$ cat src/rtl/shuttle_speed_zone_controller_assert.svh
// ----------------------------------------------------------------------------
// shuttle speed zone controller assertion macros
// concurrent checks that vanish when SYNTHESIS is defined
// ----------------------------------------------------------------------------
`ifndef SHUTTLE_SPEED_ZONE_CONTROLLER_ASSERT_SVH
`define SHUTTLE_SPEED_ZONE_CONTROLLER_ASSERT_SVH

`ifndef SYNTHESIS

// same-cycle implication
`define SSZC_ASSERT_NOW(lbl, clk, rst, ante, cons) \
   lbl: assert property (@(posedge clk) disable iff (rst) (ante) |-> (cons)) \
      else $error("sszc check failed");

// next-cycle implication
`define SSZC_ASSERT_NEXT(lbl, clk, rst, ante, cons) \
   lbl: assert property (@(posedge clk) disable iff (rst) (ante) |=> (cons)) \
      else $error("sszc check failed");

`else

`define SSZC_ASSERT_NOW(lbl, clk, rst, ante, cons)
`define SSZC_ASSERT_NEXT(lbl, clk, rst, ante, cons)

`endif

`endif

$ cat src/rtl/sszc_pkg.sv
// ----------------------------------------------------------------------------
// sszc_pkg
// types and constants shared by the shuttle speed zone controller
// ----------------------------------------------------------------------------
`timescale 1ns / 1ps

package sszc_pkg;

   typedef enum logic [2:0] {
      CSR_STOP_ZONE   = 3'd0,
      CSR_CREEP_ZONE  = 3'd1,
      CSR_BRAKE_ZONE  = 3'd2,
      CSR_TOP_LEVEL   = 3'd3,
      CSR_CRAWL_LEVEL = 3'd4,
      CSR_LEVEL_STEP  = 3'd5,
      CSR_HOLD_TOP    = 3'd6
   } csr_index_type;

   localparam logic [9:0]  BAD_LIMIT   = 10'd2;
   localparam logic [9:0]  RANGE_CAP   = 10'd100;
   localparam logic [9:0]  RANGE_CLAMP = 10'd101;
   localparam logic [15:0] COUNT_MAX   = 16'hFFFF;

   localparam logic [1:0]  LAMP_OFF    = 2'd0;
   localparam logic [1:0]  LAMP_GREEN  = 2'd1;
   localparam logic [1:0]  LAMP_RED    = 2'd2;

   localparam logic [9:0]  RST_STOP_ZONE   = 10'd10;
   localparam logic [9:0]  RST_CREEP_ZONE  = 10'd20;
   localparam logic [9:0]  RST_BRAKE_ZONE  = 10'd40;
   localparam logic [9:0]  RST_TOP_LEVEL   = 10'd1023;
   localparam logic [9:0]  RST_CRAWL_LEVEL = 10'd300;
   localparam logic [9:0]  RST_LEVEL_STEP  = 10'd50;

   typedef struct packed {
      logic [9:0] stop_zone;
      logic [9:0] creep_zone;
      logic [9:0] brake_zone;
      logic [9:0] top_level;
      logic [9:0] crawl_level;
      logic [9:0] level_step;
      logic       hold_top;
   } cfg_type;

   typedef struct packed {
      logic [9:0]  drive_level;
      logic        heading;
      logic [1:0]  lamp;
      logic [15:0] bad_count;
      logic [15:0] bad_run;
      logic [15:0] good_count;
   } state_type;

   typedef struct packed {
      logic reversed;
      logic ok;
   } flags_type;

endpackage

$ cat src/rtl/shuttle_speed_zone_controller.sv
// ----------------------------------------------------------------------------
// shuttle_speed_zone_controller
// range-driven drive level, heading and lamp control for a station shuttle
// ----------------------------------------------------------------------------
// Takes one range reading per item and returns one result item per reading.
// The block accepts an item every clock cycle while the receiver does not
// stall. Each item passes through the input register and then the result
// register, which presents it to the receiver. The drive state is updated
// in the same cycle a reading moves from the input register to the result
// register, which is what keeps the rate at one item per cycle while the
// receiver does not stall. Configuration registers are written through the
// csr port and must only change while no reading is in flight.
`timescale 1ns / 1ps

`include "shuttle_speed_zone_controller_assert.svh"

module shuttle_speed_zone_controller (
   input  logic        clock,
   input  logic        reset,
   // reading channel
   input  logic        req_valid,
   output logic        req_stall,
   input  logic [9:0]  req_range_cm,
   // result channel
   output logic        rsp_valid,
   input  logic        rsp_stall,
   output logic [9:0]  rsp_drive_duty,
   output logic        rsp_heading_right,
   output logic [1:0]  rsp_lamp_code,
   output logic        rsp_reversed_now,
   output logic        rsp_read_ok,
   output logic [15:0] rsp_bad_total,
   output logic [15:0] rsp_bad_streak,
   output logic [15:0] rsp_good_total,
   // configuration write port
   input  logic        csr_wr_en,
   input  logic [2:0]  csr_index,
   input  logic [9:0]  csr_wdata
);

   // configuration registers
   sszc_pkg::cfg_type   cfg_ff, cfg_in;

   // input stage
   logic                in_valid_ff;
   logic [9:0]          in_range_ff;

   // shuttle state; it only changes when a result is loaded, so it doubles
   // as the state part of the result register
   sszc_pkg::state_type state_ff, state_in;

   // result flags
   logic                out_valid_ff, out_valid_in;
   sszc_pkg::flags_type flags_ff, flags_in;

   logic                out_free;
   logic                advance;
   logic                take_req;

   // result register can load when empty or being drained this cycle
   assign out_free  = !out_valid_ff || !rsp_stall;
   assign advance   = in_valid_ff && out_free;
   // input register can load when empty or moving forward this cycle
   assign req_stall = in_valid_ff && !out_free;
   assign take_req  = req_valid && !req_stall;

   sszc_step u_step (
      .cfg      (cfg_ff),
      .cur      (state_ff),
      .range_cm (in_range_ff),
      .nxt      (state_in),
      .flags    (flags_in)
   );

   // config write decode, unknown index ignored
   always_comb begin
      cfg_in = cfg_ff;
      if (csr_wr_en) begin
         case (sszc_pkg::csr_index_type'(csr_index))
            sszc_pkg::CSR_STOP_ZONE:   cfg_in.stop_zone   = csr_wdata;
            sszc_pkg::CSR_CREEP_ZONE:  cfg_in.creep_zone  = csr_wdata;
            sszc_pkg::CSR_BRAKE_ZONE:  cfg_in.brake_zone  = csr_wdata;
            sszc_pkg::CSR_TOP_LEVEL:   cfg_in.top_level   = csr_wdata;
            sszc_pkg::CSR_CRAWL_LEVEL: cfg_in.crawl_level = csr_wdata;
            sszc_pkg::CSR_LEVEL_STEP:  cfg_in.level_step  = csr_wdata;
            sszc_pkg::CSR_HOLD_TOP:    cfg_in.hold_top    = csr_wdata[0];
            default:                   cfg_in = cfg_ff;
         endcase
      end
   end

   always_ff @(posedge clock) begin
      if (reset) begin
         cfg_ff.stop_zone   <= sszc_pkg::RST_STOP_ZONE;
         cfg_ff.creep_zone  <= sszc_pkg::RST_CREEP_ZONE;
         cfg_ff.brake_zone  <= sszc_pkg::RST_BRAKE_ZONE;
         cfg_ff.top_level   <= sszc_pkg::RST_TOP_LEVEL;
         cfg_ff.crawl_level <= sszc_pkg::RST_CRAWL_LEVEL;
         cfg_ff.level_step  <= sszc_pkg::RST_LEVEL_STEP;
         cfg_ff.hold_top    <= 1'b0;
      end else begin
         cfg_ff <= cfg_in;
      end
   end

   // input stage
   always_ff @(posedge clock) begin
      if (reset) begin
         in_valid_ff <= 1'b0;
      end else if (take_req || advance) begin
         in_valid_ff <= take_req;
      end
   end

   always_ff @(posedge clock) begin
      if (take_req) begin
         in_range_ff <= req_range_cm;
      end
   end

   // shuttle state, heading left, lamps off, counters clear after reset
   always_ff @(posedge clock) begin
      if (reset) begin
         state_ff.drive_level <= 10'd0;
         state_ff.heading     <= 1'b0;
         state_ff.lamp        <= sszc_pkg::LAMP_OFF;
         state_ff.bad_count   <= 16'd0;
         state_ff.bad_run     <= 16'd0;
         state_ff.good_count  <= 16'd0;
      end else if (advance) begin
         state_ff <= state_in;
      end
   end

   // result valid: loads on advance, clears when drained with nothing behind
   always_comb begin
      out_valid_in = out_valid_ff;
      if (advance) begin
         out_valid_in = 1'b1;
      end else if (!rsp_stall) begin
         out_valid_in = 1'b0;
      end
   end

   always_ff @(posedge clock) begin
      if (reset) begin
         out_valid_ff <= 1'b0;
      end else begin
         out_valid_ff <= out_valid_in;
      end
   end

   always_ff @(posedge clock) begin
      if (advance) begin
         flags_ff <= flags_in;
      end
   end

   assign rsp_valid         = out_valid_ff;
   assign rsp_drive_duty    = state_ff.drive_level;
   assign rsp_heading_right = state_ff.heading;
   assign rsp_lamp_code     = state_ff.lamp;
   assign rsp_reversed_now  = flags_ff.reversed;
   assign rsp_read_ok       = flags_ff.ok;
   assign rsp_bad_total     = state_ff.bad_count;
   assign rsp_bad_streak    = state_ff.bad_run;
   assign rsp_good_total    = state_ff.good_count;

   // a reversal always leaves the drive stopped
   `SSZC_ASSERT_NOW(a_rev_stops, clock, reset, rsp_valid && rsp_reversed_now, rsp_drive_duty == 10'd0 && rsp_read_ok)
   // a reversal flips the heading relative to the previous state
   `SSZC_ASSERT_NEXT(a_rev_flips, clock, reset, advance && flags_in.reversed, state_ff.heading != $past(state_ff.heading))
   // the input side only stalls while holding an item that cannot move on
   `SSZC_ASSERT_NOW(a_stall_cause, clock, reset, req_stall, in_valid_ff && out_valid_ff && rsp_stall)
   // the lamp never shows the unused code
   `SSZC_ASSERT_NOW(a_lamp_code, clock, reset, rsp_valid, rsp_lamp_code <= sszc_pkg::LAMP_RED)

endmodule

$ cat src/rtl/sszc_step.sv
// ----------------------------------------------------------------------------
// sszc_step
// next-state logic for one range reading
// ----------------------------------------------------------------------------
`timescale 1ns / 1ps

module sszc_step (
   input  sszc_pkg::cfg_type   cfg,
   input  sszc_pkg::state_type cur,
   input  logic [9:0]          range_cm,
   output sszc_pkg::state_type nxt,
   output sszc_pkg::flags_type flags
);

   logic [9:0]  range_clamped;
   logic [10:0] floor_sum;
   logic [10:0] up_sum;

   function automatic logic [15:0] sat_inc(input logic [15:0] v);
      sat_inc = (v == sszc_pkg::COUNT_MAX) ? v : v + 16'd1;
   endfunction

   assign range_clamped = (range_cm > sszc_pkg::RANGE_CAP) ? sszc_pkg::RANGE_CLAMP : range_cm;
   // level - step < crawl  <=>  level < crawl + step
   assign floor_sum = {1'b0, cfg.crawl_level} + {1'b0, cfg.level_step};
   assign up_sum    = {1'b0, cur.drive_level} + {1'b0, cfg.level_step};

   always_comb begin
      nxt            = cur;
      flags.reversed = 1'b0;
      flags.ok       = 1'b0;
      if (range_cm < sszc_pkg::BAD_LIMIT) begin
         nxt.bad_count = sat_inc(cur.bad_count);
         nxt.bad_run   = sat_inc(cur.bad_run);
      end else begin
         flags.ok       = 1'b1;
         nxt.bad_run    = 16'd0;
         nxt.good_count = sat_inc(cur.good_count);
         if (range_clamped < cfg.stop_zone) begin
            nxt.drive_level = 10'd0;
            nxt.heading     = ~cur.heading;
            nxt.lamp        = cur.heading ? sszc_pkg::LAMP_RED : sszc_pkg::LAMP_GREEN;
            flags.reversed  = 1'b1;
         end else if (range_clamped < cfg.creep_zone) begin
            if (!cfg.hold_top) begin
               nxt.drive_level = cfg.crawl_level;
            end
         end else if (range_clamped < cfg.brake_zone) begin
            if (cfg.hold_top) begin
               nxt.drive_level = cfg.top_level;
            end else if ({1'b0, cur.drive_level} < floor_sum) begin
               nxt.drive_level = cfg.crawl_level;
            end else begin
               nxt.drive_level = cur.drive_level - cfg.level_step;
            end
         end else begin
            if (cfg.hold_top) begin
               nxt.drive_level = cfg.top_level;
            end else if (up_sum > {1'b0, cfg.top_level}) begin
               nxt.drive_level = cfg.top_level;
            end else begin
               nxt.drive_level = up_sum[9:0];
            end
         end
      end
   end

endmodule

$ cat config.mk
export PLATFORM = sky130hd
export DESIGN_NAME = shuttle_speed_zone_controller
export DESIGN_NICKNAME = d
export VERILOG_FILES = /design/src/rtl/sszc_pkg.sv /design/src/rtl/shuttle_speed_zone_controller.sv /design/src/rtl/sszc_step.sv
export VERILOG_INCLUDE_DIRS = /design/src /design/src/rtl
export SDC_FILE = /design/constraint.sdc
export NUM_CORES = 1
export LEC_CHECK = 0
export BUFFER_PORTS_ARGS = -buffer_cell sky130_fd_sc_hd__clkbuf_2
export CORE_AREA = 2 2 118 120
export CTS_CLUSTER_DIAMETER = 40
export CTS_CLUSTER_SIZE = 25
export DETAILED_ROUTE_END_ITERATION = 12
export DIE_AREA = 0 0 120 122
export PLACE_DENSITY_LB_ADDON = 0.15
export SLEW_MARGIN = 20
export SYNTH_ARGS = -nofsm -noshare
export SYNTH_HDL_FRONTEND = slang
export SYNTH_SLANG_ARGS = --single-unit
$ cat constraint.sdc
create_clock -name clock -period 10.65 [get_ports clock]
set_input_delay 1.065 -clock clock [delete_from_list [all_inputs] [get_ports clock]]
set_output_delay 1.065 -clock clock [all_outputs]
set_load 0.1 [all_outputs]
Word-level counts from Yosys, hierarchy flattened
Index checks and enable logic that the tools add are counted.
{ "word_totals": {"reg_bits": 136, "input_bits": 28, "out_inout_bits": 65, "elab_cells": 85} }
{ "op_classes": {"n_addsub": 6, "magnitude_cmp": 7, "eq_ne": 12, "n_mux": 16, "bitwise_logic": 4, "reduce_logical": 22} }
{ "ops": {"columns": ["operator", "count"], "rows": [
  ["$mux 10", 9],
  ["$add 16x1->16 const B", 3],
  ["$eq 16x16->1 const B", 3],
  ["$mux 16", 2],
  ["$lt 10x10->1", 3],
  ["$add 10x10->11", 2],
  ["$reduce_and 2->1", 8],
  ["$reduce_and 3->1", 4],
  ["$gt 11x10->1", 1],
  ["$lt 10x11->1", 1],
  ["$gt 10x7->1 const B", 1],
  ["$lt 10x2->1 const B", 1],
  ["$sub 10x10->10", 1],
  ["$eq 3x3->1 const B", 3],
  ["$eq 3x2->1 const B", 2],
  ["$logic_not 1->1", 4],
  ["$mux 1", 4],
  ["$not 1->1", 4],
  ["$eq 3x1->1 const B", 1],
  ["$logic_and 1x1->1", 3],
  ["$logic_not 3->1", 1],
  ["$ne 3x2->1 const B", 1],
  ["$logic_or 1x1->1", 2],
  ["$mux 2", 1],
  ["other kinds (2)", 2]
]} }

Longest topological paths before layout
{ "logic_depth": {"word_depth": 7, "depth_mapped": 18, "depth_no_buf": 16} }

By module
From an unflattened synthesis, not the netlist that was laid out.
{ "unflattened": {"cells_unflattened": 1106, "hier_area_um2": 9721.8} }
{ "modules_own_cells": {"columns": ["mod", "instances", "cells_each", "area_each_um2", "seq_area_each_um2"], "rows": [
  ["shuttle_speed_zone_controller", 1, 515, 5550.3, 2842.7],
  ["sszc_step", 1, 591, 4171.5, 0.0]
]} }

Least setup slack after synthesis
No wires, ideal clock.
{ "synth_timing": {"path_kind": "flip-flop to flip-flop", "startpoint": "reg state_ff (netlist bit rsp_drive_duty[0])", "endpoint": "reg state_ff (netlist bit rsp_drive_duty[7])", "setup_time_ns": 0.122, "t_arrival_ns": 4.382, "required_time_ns": 10.528, "path_slack_ns": 6.146, "path_stages_with_launch": 15, "path_buffers": 0, "synth_period_minus_slack_ns": 4.504, "cell_sequence": "dfxtp_1 ha_1 inv_1 fa_1 o21ba_2 or4_1 and3_1 nor3_1 nor2_1 ha_1 a2111oi_1 a21o_1 nand2_2 mux2_2 a221o_1"} }
{ "synth_between": {"elab_chain_cells": 7, "elab_cells_between_ends": 11, "classes_between": "add/sub (2); order compare (2); mux (7)"} }
{ "synth_rtl": {"columns": ["element", "line", "source"], "rows": [
  ["from (decl)", "shuttle_speed_zone_controller.sv:50", "sszc_pkg::state_type state_ff, state_in;"],
  ["from (signal assigned)", "shuttle_speed_zone_controller.sv:131", "state_ff <= state_in;"],
  ["$add 10x10->11", "sszc_step.sv:26", "assign up_sum = {1'b0, cur.drive_level} + {1'b0, cfg.level_step};"],
  ["$gt 11x10->1", "sszc_step.sv:59", "end else if (up_sum > {1'b0, cfg.top_level}) begin"],
  ["$mux 10", "sszc_step.sv:59", null],
  ["$mux 10", "sszc_step.sv:57", "if (cfg.hold_top) begin"],
  ["$mux 10 (*)", "sszc_step.sv:48", "end else if (range_clamped < cfg.brake_zone) begin"],
  ["$mux 10 (*)", "sszc_step.sv:44", "end else if (range_clamped < cfg.creep_zone) begin"],
  ["$mux 10 (*)", "sszc_step.sv:39", "if (range_clamped < cfg.stop_zone) begin"]
]} }
Every way passes the cells marked *; elsewhere a longest branch is shown, timed or not.
A chain may end at the register's enable or synchronous reset.

Final worst setup path
{ "layout_timing": {"startpoint": "reg cfg_ff[12] (netlist bit)", "endpoint": "reg state_ff (netlist bit rsp_drive_duty[1])"} }
{ "layout_between": {"elab_chain_cells": 7, "elab_cells_between_ends": 8, "classes_between": "add/sub (1); order compare (1); mux (6)"} }
{ "layout_rtl": {"columns": ["element", "line", "source"], "rows": [
  ["from (decl)", "shuttle_speed_zone_controller.sv:42", "sszc_pkg::cfg_type cfg_ff, cfg_in;"],
  ["from (signal assigned)", "shuttle_speed_zone_controller.sv:102", "cfg_ff <= cfg_in;"],
  ["$add 10x10->11", "sszc_step.sv:25", "assign floor_sum = {1'b0, cfg.crawl_level} + {1'b0, cfg.level_step};"],
  ["$lt 10x11->1", "sszc_step.sv:51", "end else if ({1'b0, cur.drive_level} < floor_sum) begin"],
  ["$mux 10", "sszc_step.sv:51", null],
  ["$mux 10", "sszc_step.sv:49", "if (cfg.hold_top) begin"],
  ["$mux 10", "sszc_step.sv:48", null],
  ["$mux 10 (*)", "sszc_step.sv:44", null],
  ["$mux 10 (*)", "sszc_step.sv:39", null]
]} }
Every way passes the cells marked *; elsewhere a longest branch is shown, timed or not. The select of a mux whose other input is x is not followed.

==> run summary <==
Dpl ws -> 6.50 ns
Mean area per synthesized cell -> 8.15 um^2
Mapped cell area -> 8330 um^2
Commonest non-fill, non-tap cell in the layout -> nand2_1
CTS Sinks -> 135
Cell taking the most area after synthesis -> dfxtp_1
Synth Register Bits -> 135
Cells along the critical path -> ha_1, a21o_1, a21oi_1, o21bai_1, a21oi_1, o21ai_0, a2111oi_0, nor3b_1, ha_1, o21ai_0, a221oi_1, o21ai_0, nand2_1, a21boi_0, o31ai_1, o221ai_1
Finished Core Util -> 70.7%
EDFF count, synth -> 12
Top post-synthesis cells by area -> dfxtp_1, ha_1, nand2_1
Crit Path Max Fanout -> 20
Yosys warning count -> 0
Hold endpoint -> cfg_ff[51]$_SDFFE_PP0P_
Die width -> 120 um
Final min period -> 4.27 ns
PortBufs -> 92
Slew @ Worst Pin -> 1.06 ns
Cts hold-fix bufs -> 0
Antenna diodes -> 0
Boundary pin count -> 93
Number of CTS-inserted buffers -> 17
CP delay by family, top -> compound AO/OA/AOI/OAI gates
Initial antenna violation count -> 0
Setup TNS -> 0 ns
Most frequent cells in the layout -> nand2_1, dfxtp_1, nor2_1, clkbuf_2, ha_1
Initial Utilization -> 61.7%
Share of layout cells above drive strength 1 -> 13.3%
Reg2reg setup slack -> 6.38 ns
Crit path required time -> 10.94 ns
Largest net degree at the start of global routing -> 104
Core Rows -> 43
Leak pwr -> 4.11 nW
Deepest clock path buffer count -> 2
Dpl cells -> 1,277
Max Used Layer -> met4
H-tree depth -> 4
First-pass GRT wire length -> 33.9 mm
Number of global-route vias before repair -> 6,855
Final setup viols -> 0
DRC violations left -> 0
Resize count post-CTS -> 0
Synth top area share -> 29.5%
Async SR Flop Fraction -> 0%
GRT Residual Overflow -> 0
Routed metal-1 wire length -> 9.47 mm
Buf/Inv on CP -> 0
Crit-path slowest cell -> nand2_1
CP Launch Type -> register
Synth cell types -> 77
Non-Filler Instances -> 1,309
RSZ-0062 raised after global routing -> false
Worst Path Arrival -> 4.55 ns
Crit end category -> register
PD cells -> 137 nW/um^2
Max Slew Vio Count -> 0
Clock-pin slew on the worst setup and hold paths -> 0.06 ns
Worst vdd ir -> 0.000123 V
Via/cell ratio -> 5.85
HP Class -> reg2reg
Final wirelength -> 21.6 mm
Worst-Skew Late Latency -> 0.42 ns
Power Total -> 1.31 mW
CTS tree -> yes
Crit path top cell by count -> o21ai_0
Via count -> 7,655
Worst flop-to-flop path startpoint -> cfg_ff[12]$_SDFFE_PP0P_
Final HPWL DP -> 15.7 mm
FMAX -> 234 MHz
Top FF cell, synth -> dfxtp_1
DIE AREA -> 14,600 um^2
Setup Buffers After CTS -> 0
Crit share post-route -> 40.1%
Max_cap viols -> 0
Hold path cells -> 2
Final worst slack -> 6.38 ns
Worst reg-to-reg path cell count -> 16
Skew final -> 0.0105 ns
HP Start -> cfg_ff[51]$_SDFFE_PP0P_
DR iter-0 viols -> 583
Wire length per cell -> 16.5 um
Area growth from synthesis to layout -> 14.5%
CP peak stage delay -> 0.49 ns
Kind of critical path -> reg2reg
Status -> finished clean
Die height -> 122 um
Fin nets -> 1,225
Met3 WL -> 1.51 mm
Initial DRT Pass Iterations -> 6
Post-route antenna net violation count -> 0
Sequential area share after synthesis -> 33.9%
Met2 wire len -> 10.2 mm
Reg-to-reg endpoint -> rsp_drive_duty[1]$_SDFFE_PP0P_
Final Hold Viols -> 0
Cell count after synthesis -> 1,023
Clock root buffer -> clkbuf_16
Core ar. -> 13,500 um^2
GRT Util Overall -> 29.3%
Max transition margin -> 28.4%
Final GP Congestion -> 0.929
## metrics by stage
stage | area (um^2) | hold slack, ns
global route | 9550 | 0.476
detailed placement | 8960 | 0.446
finish | 9550 | 0.452
CTS | 9550 | 0.454
global placement | 8960 | 0.441
floorplan | 8360 | 0.432
## worst register-to-register path, cell delays in order, from the launching register on
cell and delay, ns:
dfxtp_1 0.42, ha_1 0.26, a21o_1 0.19, a21oi_1 0.22, o21bai_1 0.09, a21oi_1 0.23
o21ai_0 0.22, a2111oi_0 0.45, nor3b_1 0.10, ha_1 0.28, o21ai_0 0.07, a221oi_1 0.32
o21ai_0 0.15, nand2_1 0.49, a21boi_0 0.22, o31ai_1 0.28, o221ai_1 0.14
## cell usage after synthesis (all sizes together) (3+ instances only)
cell type  count
o21a           7
a211o          9
edfxtp        12
nor3          31
a2111oi        5
nor2          98
o31ai         11
or2            3
nand4         14
mux2i          3
and4           5
a211oi         6
a221oi         3
o2111a         3
xor2          29
a22oi          6
o21bai         4
buf            6
a21o           7
nand3         24
fa             3
nand2        163
o21ai         35
dfxtp        123
xnor2         29
a21boi         9
o211ai        16
a21oi         71
inv           71
and3          18
nand2b         8
or3           10
and2          10
nor2b         13
nand3b        17
clkbuf        26
or4            3
nor4           4
ha            78
## metal layers
layer / GRT usage (%) / up-vias
met4: 10.3 / 0
met2: 48.7 / 267
met1: 37.6 / 3589
met3: 6.74 / 33
li1: - / 3766
met5: 0 / -
## registers in the layout, summed over array words and instances, names as in the netlist
| name | flops |
|---|---|
| rsp_read_ok | 1 |
| rsp_reversed_now | 1 |
| rsp_lamp_code | 2 |
| rsp_good_total | 16 |
| rsp_valid | 1 |
| in_valid_ff | 1 |
| in_range_ff | 10 |
| rsp_bad_total | 16 |
| cfg_ff | 61 |
| rsp_drive_duty | 10 |
| rsp_bad_streak | 16 |
## layout make-up
| cell class | count | area [um^2] |
|---|---|---|
| fill | 1116 | 3960 |
| multi-input combinational | 793 | 5140 |
| inverter | 71 | 267 |
| timing repair buffer | 98 | 505 |
| tap | 180 | 225 |
| sequential | 135 | 2820 |
| clock inverter | 13 | 154 |
| clock buffer | 19 | 433 |
## worst max-delay path by stage
| stage | slack (ns) | startpoint | to | cells past startpoint |
|---|---|---|---|---|
| final | 6.38 | cfg_ff[12]$_SDFFE_PP0P_ | rsp_drive_duty[1]$_SDFFE_PP0P_ | 16 |
| after global routing | 6.06 | cfg_ff[2]$_SDFFE_PP1P_ | rsp_drive_duty[2]$_SDFFE_PP0P_ | 16 |
| after CTS | 6.46 | cfg_ff[2]$_SDFFE_PP1P_ | rsp_drive_duty[2]$_SDFFE_PP0P_ | 16 |
| after detailed placement | 6.50 | cfg_ff[2]$_SDFFE_PP1P_ | rsp_drive_duty[2]$_SDFFE_PP0P_ | 16 |
| after global placement | 6.59 | cfg_ff[12]$_SDFFE_PP0P_ | rsp_drive_duty[2]$_SDFFE_PP0P_ | 16 |
| after floorplan | 6.15 | rsp_drive_duty[0]$_SDFFE_PP0P_ | rsp_drive_duty[7]$_SDFFE_PP0P_ | 14 |
## kinds of logic after synthesis
family | count (synthesis) | synth area share, %
other | 1 | 0.0450
multiplexers | 4 | 0.495
flip-flops | 135 | 33.9
adder cells (fa/ha/maj) | 81 | 12.4
XOR/XNOR | 58 | 6.10
AND/OR/NAND/NOR | 423 | 24.3
buffers and inverters | 103 | 4.83
AO/OA/AOI/OAI | 218 | 18.0
## power breakdown
group,switching [mW],total (mW),internal [mW],leakage [nW]
registers,0.0123,0.537,0.525,1.11
logic,0.121,0.178,0.0570,2.72
clock network,0.225,0.591,0.366,0.281
total,0.358,1.31,0.948,4.11
Note: power is estimated with default switching activity, not from simulation.
